## src/sv/psd_pkg.sv

```systemverilog
// Package for the point-to-segment distance block: payload words,
// region codes and default sizes. No dependencies.
`default_nettype none

package psd_pkg;

    // Default sizes handed to the top-level parameters
    localparam int COORD_BITS_DEF = 16;
    localparam int FRAC_BITS_DEF  = 8;

    // Fixed field widths of the channel words
    localparam int COORD_W = 16;
    localparam int DIST_W  = 25;
    localparam logic [DIST_W-1:0] DIST_MAX = {DIST_W{1'b1}};

    // Nearest-part codes
    typedef logic [1:0] t_region;
    localparam t_region REGION_START = 2'd0;
    localparam t_region REGION_END   = 2'd1;
    localparam t_region REGION_MID   = 2'd2;

    // Input word
    typedef struct packed {
        logic signed [COORD_W-1:0] seg_start_x;
        logic signed [COORD_W-1:0] seg_start_y;
        logic signed [COORD_W-1:0] seg_start_z;
        logic signed [COORD_W-1:0] seg_end_x;
        logic signed [COORD_W-1:0] seg_end_y;
        logic signed [COORD_W-1:0] seg_end_z;
        logic signed [COORD_W-1:0] point_x;
        logic signed [COORD_W-1:0] point_y;
        logic signed [COORD_W-1:0] point_z;
    } t_in;

    // Result word
    typedef struct packed {
        logic [DIST_W-1:0] distance_q8;
        t_region           nearest_region;
    } t_out;

endpackage

`default_nettype wire

```

## src/sv/psd_sqrt_cell.sv

```systemverilog
// One restoring square-root cell: takes two radicand bits, makes one root
// bit, hands the result to the next cell. Depends on psd_pkg.
`default_nettype none

module psd_sqrt_cell import psd_pkg::*; #(
    parameter int SW = 25
) (
    input  wire logic            i_clk,
    input  wire logic            i_rst_n,
    input  wire logic            i_en,
    input  wire logic            i_valid,
    input  wire logic [SW:0]     i_rem,
    input  wire logic [SW-1:0]   i_root,
    input  wire logic [2*SW-1:0] i_rad,
    input  wire t_region         i_region,
    output logic                 o_valid,
    output logic [SW:0]          o_rem,
    output logic [SW-1:0]        o_root,
    output logic [2*SW-1:0]      o_rad,
    output t_region              o_region
);

    logic [SW+2:0] acc;
    logic [SW+2:0] trial;
    logic          ge;

    // try root*4+1 against the running remainder
    always_comb begin
        acc   = {i_rem, i_rad[2*SW-1 -: 2]};
        trial = {1'b0, i_root, 2'b01};
        ge    = (acc >= trial);
    end

    always_ff @(posedge i_clk) begin
        if (i_en) begin
            o_rem    <= ge ? (SW+1)'(acc - trial) : acc[SW:0];
            o_root   <= {i_root[SW-2:0], ge};
            o_rad    <= {i_rad[2*SW-3:0], 2'b00};
            o_region <= i_region;
        end
    end

    always_ff @(posedge i_clk) begin
        if (!i_rst_n) begin
            o_valid <= 1'b0;
        end else if (i_en) begin
            o_valid <= i_valid;
        end
    end

endmodule

`default_nettype wire

```

## config.mk

```make
export PLATFORM = sky130hd
export DESIGN_NAME = psd_sqrt_cell
export DESIGN_NICKNAME = d
export VERILOG_FILES = /design/src/sv/psd_pkg.sv /design/src/sv/psd_sqrt_cell.sv
export SDC_FILE = /design/constraint.sdc
export NUM_CORES = 1
export LEC_CHECK = 0
export ABC_CLOCK_PERIOD_IN_PS = 5140
export BUFFER_PORTS_ARGS = -buffer_cell sky130_fd_sc_hd__buf_4
export CORE_UTILIZATION = 33
export CTS_BUF_LIST = sky130_fd_sc_hd__clkbuf_4 sky130_fd_sc_hd__clkbuf_8
export DETAILED_ROUTE_END_ITERATION = 10
export SLEW_MARGIN = 25
export SYNTH_ARGS = -nofsm -noshare
export SYNTH_HDL_FRONTEND = slang
export SYNTH_SLANG_ARGS = --single-unit
```

## constraint.sdc

```tcl
create_clock -name i_clk -period 5.14 [get_ports i_clk]
set_clock_uncertainty 0.1 [all_clocks]
set_input_delay 1.285 -clock i_clk [delete_from_list [all_inputs] [get_ports i_clk]]
set_output_delay 1.285 -clock i_clk [all_outputs]
set_load 0.005 [all_outputs]
```

-- Word-level counts from Yosys, hierarchy flattened
Cells that the tools add are included.
- output and inout port bits: 104
- register bits after elaboration: 102
- input bits: 107
- memories: 0
- bits in latches: 0
- word-level logic and storage cells: 8
- ROM bits: 0
- bits in writable memories: 0
- $mul: 0
- muxes and demuxes: 1
- bitwise logic cells: 0
- add/subtract/negate cells: 1
- reductions and logical operators: 0
- $lt $le $gt $ge: 1
- equal/unequal tests: 0
- divide/modulo/power cells: 0
- shift operators: 0
- operators by type and width (operator ; count):
    >= comparator 28 x 27 -> 1 bit ; 1
    two-way mux 26 bit ; 1
    subtractor 26 bit ; 1

-- Longest topological paths before layout
- depth in word-level cells: 2
- depth in mapped cells: 12
- depth with buffers taken out: 10

-- Least setup slack after synthesis
Ideal clock, no wire load.
- kind: input to register
- start point: in i_root[1]
- end point: reg o_rem[10], data pin
- buffers on the path: 1
- library setup time: 0.260 ns
- cell stages on the path: 11
- data arrival time: 3.254 ns
- path slack: 1.526 ns
- path through: inv_1 > ha_1 > o211ai_2 > a21oi_2 > o211ai_4 > a21oi_2 > o311a_4 > nor2_8 > inv_2 > buf_6 > mux2_4
- word-level cells in the longest chain between the ends: 2
- elaborated cells on any way between the ends: 3
- those cells by class: add/sub (1); order compare (1); mux (1)
- ends and longest elaborated chain (what ; line ; text):
    from (decl) ; psd_sqrt_cell.sv:13 ; input wire logic [SW-1:0] i_root,
    subtractor 26 bit or >= comparator 28 x 27 -> 1 bit (tied branches) ; psd_sqrt_cell.sv:36, psd_sqrt_cell.sv:31 ;
    two-way mux 26 bit * ; psd_sqrt_cell.sv:36 ; o_rem <= ge ? (SW+1)'(acc - trial) : acc[SW:0];
    to (signal assigned) ; psd_sqrt_cell.sv:36 ;
    to (decl) ; psd_sqrt_cell.sv:17 ; output logic [SW:0] o_rem,
Mark *: on every way between the ends. The rest lies on a longest branch, timed or not.
A chain may end at the register's enable or synchronous reset.

-- Worst setup path in the final report
- start point: in i_rem[0]
- end point: reg o_rem[4], data pin
- word-level cells in the longest chain between the ends: 2
- elaborated cells on any way between the ends: 3
- those cells by class: add/sub (1); order compare (1); mux (1)
- ends and longest elaborated chain (what ; line ; text):
    from (decl) ; psd_sqrt_cell.sv:12 ; input wire logic [SW:0] i_rem,
    subtractor 26 bit or >= comparator 28 x 27 -> 1 bit (tied branches) ; psd_sqrt_cell.sv:36, psd_sqrt_cell.sv:31 ;
    two-way mux 26 bit * ; psd_sqrt_cell.sv:36 ;
Marked as above.

==> impl_metrics.env <==
export IMPL_status="finished clean"
export IMPL_clockBufferDepth=2
export IMPL_synth_seq_area_share=0.5957
export IMPL_layout_area_seq_sq_mm=0.003053
export IMPL_worstPathCellList="buf_4, ha_1, nand2b_1, a21oi_2, o211ai_4, a21oi_2, o311a_4, nor2_8, inv_2, mux2_4"
export IMPL_min_path_type="reg2reg"
export IMPL_synthesis_area_sq_mm=0.005125
export IMPL_final_nets=738
export IMPL_startpoint_type="input port"
export IMPL_rr_worst_depth=2
export IMPL_max_cap_violations=0
export IMPL_ctsHoldBuffers=0
export IMPL_dp_hpwl_um=10530
export IMPL_ios=211
export IMPL_first_pass_iters=4
export IMPL_final_core_util=0.4646
export IMPL_path_max_fanout=20
export IMPL_maxSlewHeadroom=0.3727
export IMPL_die_area_sq_mm=0.01603
export IMPL_initial_core_util=0.3371
export IMPL_p_per_area_mw_per_mm2=286.1
export IMPL_hold_viol_final=0
export IMPL_startpoint="i_rem[0]"
export IMPL_r2r_slack_ns=4.44
export IMPL_cts_tree="yes"
export IMPL_numClockSinks=102
export IMPL_arrival_ns=3.85
export IMPL_vias=3976
export IMPL_crit_path_top_delay_cell="inv_2"
export IMPL_diodes=0
export IMPL_path_buf_inv=2
export IMPL_fillerInstances=1410
export IMPL_fmax_mhz=261.5
export IMPL_num_rows=45
export IMPL_synth_area_per_cell_sq_um=13.07
export IMPL_cts_resized=0
export IMPL_wl_um=13640
export IMPL_synth_warnings=0
export IMPL_root_buffer="clkbuf_8"
export IMPL_final_layout_size_suffix_gt1_frac=0.4154
export IMPL_post_cts_buffers=0
export IMPL_dp_slack_ns=0.9232
export IMPL_finalSetupTns_ns=0
export IMPL_grt_max_degree=52
export IMPL_grt_use_total=0.1679
export IMPL_worstReg2RegStart="o_valid"
export IMPL_fin_ws_ns=1.316
export IMPL_crit_top_cell="a21oi_2"
export IMPL_r2r_end="o_valid"
export IMPL_htree_levels=3
export IMPL_coreArea_sq_mm=0.01520
export IMPL_finish_instance_area_sq_mm=0.007063
export IMPL_cpPeakStageDelay_ns=0.49
export IMPL_area_delta_synth_final_pct=37.82
export IMPL_post_route_period_util=0.7440
export IMPL_path_class="in2reg"
export IMPL_crit_path_end_kind="flip-flop"
export IMPL_clkLatencyLatePin_ns=0.37
export IMPL_p_leak_nw=3.083
export IMPL_cts_made_buffers=9
export IMPL_die_h_um=126.6
export IMPL_synth_async_reset_ratio=0
export IMPL_worst_slew_pin_slew_ns=0.9263
export IMPL_multi_input_area_sq_mm=0.001891
export IMPL_finalCriticalPeriod_ns=3.824
export IMPL_post_dp_cell_area_sq_mm=0.006879
export IMPL_post_route_drc_count=0
export IMPL_syn_inst=392
export IMPL_ir_worst_vdd_v=0.0001171
export IMPL_slew_viol_final=0
export IMPL_final_setup_viol_count=0
export IMPL_hold_depth=2
export IMPL_vias_per_cell=4.989
export IMPL_globalplace_congestion=0.8180
export IMPL_crit_family="compound AO/OA/AOI/OAI gates"
export IMPL_grt_pass1_wl_um=20570
export IMPL_die_width_um=126.6
export IMPL_cts_clk_slew_worst_paths_ns=0.10
export IMPL_initialDrtViolationCount=184
export IMPL_synth_edf_count=101
export IMPL_grt_overflow=0
export IMPL_required_ns=5.17
export IMPL_ant_nets=0
export IMPL_yosysUniqueCellTypes=56
export IMPL_synth_ff_latch_count=102
export IMPL_whs_endpoint="o_valid"
export IMPL_hold_start="o_valid"
export IMPL_rsz0062_at_grt="false"
export IMPL_routedWlPerCell_um=17.11
export IMPL_ys_flop_type="edfxtp_1"
export IMPL_grt_pass1_vias=3888
export IMPL_antenna_found_initial=0
export IMPL_port_buffer_count=208
[worst reg2reg max path, cell delays in order, from the launching register on]
cell and delay (ns):
dfxtp_1 0.33, mux2i_1 0.12, nor2b_1 0.06
[layout by cell type (no fill, tap or decap), drive strengths merged, types with 3 or more instances in the layout]
cell    count
edfxtp    101
a21o       10
and3        5
o21ai      19
o31ai       6
xor2        4
nand2      13
a21boi      4
a21oi      29
buf       210
nand2b      6
nor3        9
ha         27
nand3      15
o21a        5
mux2       16
nor4        4
nor2b       3
o211ai      7
and3b       3
inv        36
nand4       5
xnor2      11
clkbuf     10
a211oi      4
nor2       18
[flip-flops by register name, indices dropped and copies added (netlist names)]
name / cells
o_region: 2
o_rem: 26
o_valid: 1
o_rad: 48
o_root: 25
[how the worst max path moves through the flow]
stage,endpoint,cells past startpoint
2_1_floorplan,o_rem[10],11
3_3_place_gp,o_rem[3],10
3_5_place_dp,o_rem[4],10
4_1_cts,o_rem[12],10
5_1_grt,o_rem[12],11
6_report,o_rem[4],10
[cell usage after synthesis, types with 6 or more instances]
library cell	n	share of area
a21o_1	10	0.015
a21oi_1	26	0.025
edfxtp_1	101	0.59
ha_1	27	0.066
inv_1	32	0.023
mux2_4	16	0.047
nand2_1	13	0.0095
nand2b_1	6	0.0073
nand3_1	15	0.015
nor2_1	17	0.012
nor3_1	9	0.0088
o21ai_0	17	0.017
o31ai_1	6	0.0088
xnor2_1	11	0.019
[layer usage]
metal	vias up	track usage	wire length [um]
li1	1910	-	-
met1	1900	0.2055	5853
met2	152	0.2857	6591
met3	14	0.05230	1027
met4	0	0.04536	164
met5	-	0	0
[where the power goes]
part	total, mW	switching (mW)	leakage, nW	internal, mW
clock	0.489	0.299	0.0888	0.190
sequential	1.03	0.0234	0.997	1.01
combinational	0.497	0.229	2.00	0.268
[kinds of logic after synthesis]
logic type | share of synthesized area
flip-flops | 0.5957
AO/OA/AOI/OAI | 0.1357
AND/OR/NAND/NOR | 0.09131
buffers and inverters | 0.03613
adder cells (fa/ha/maj) | 0.06592
multiplexers | 0.04883
XOR/XNOR | 0.02563
other | 0.0007317
[area by class of cell]
class	instances	share of cell area
clock buffers	10	0.01860
multi-input cells	248	0.2677
inverters	33	0.01754
repair buffers	210	0.2232
clock inverters	6	0.007440
flip-flops and latches	102	0.4322
well taps	188	0.03330
[stage by stage]
step                      std cells  total power, mW  hold WS [ns]
after floorplan                 393            1.292        0.4073
after global placement          781            1.548        0.4098
after detailed placement        781            1.555        0.4281
after CTS                       797            2.050        0.4518
after global routing            797            2.123        0.5188
final                           797            2.021        0.4413
Note: power is estimated with default switching activity, not from simulation.
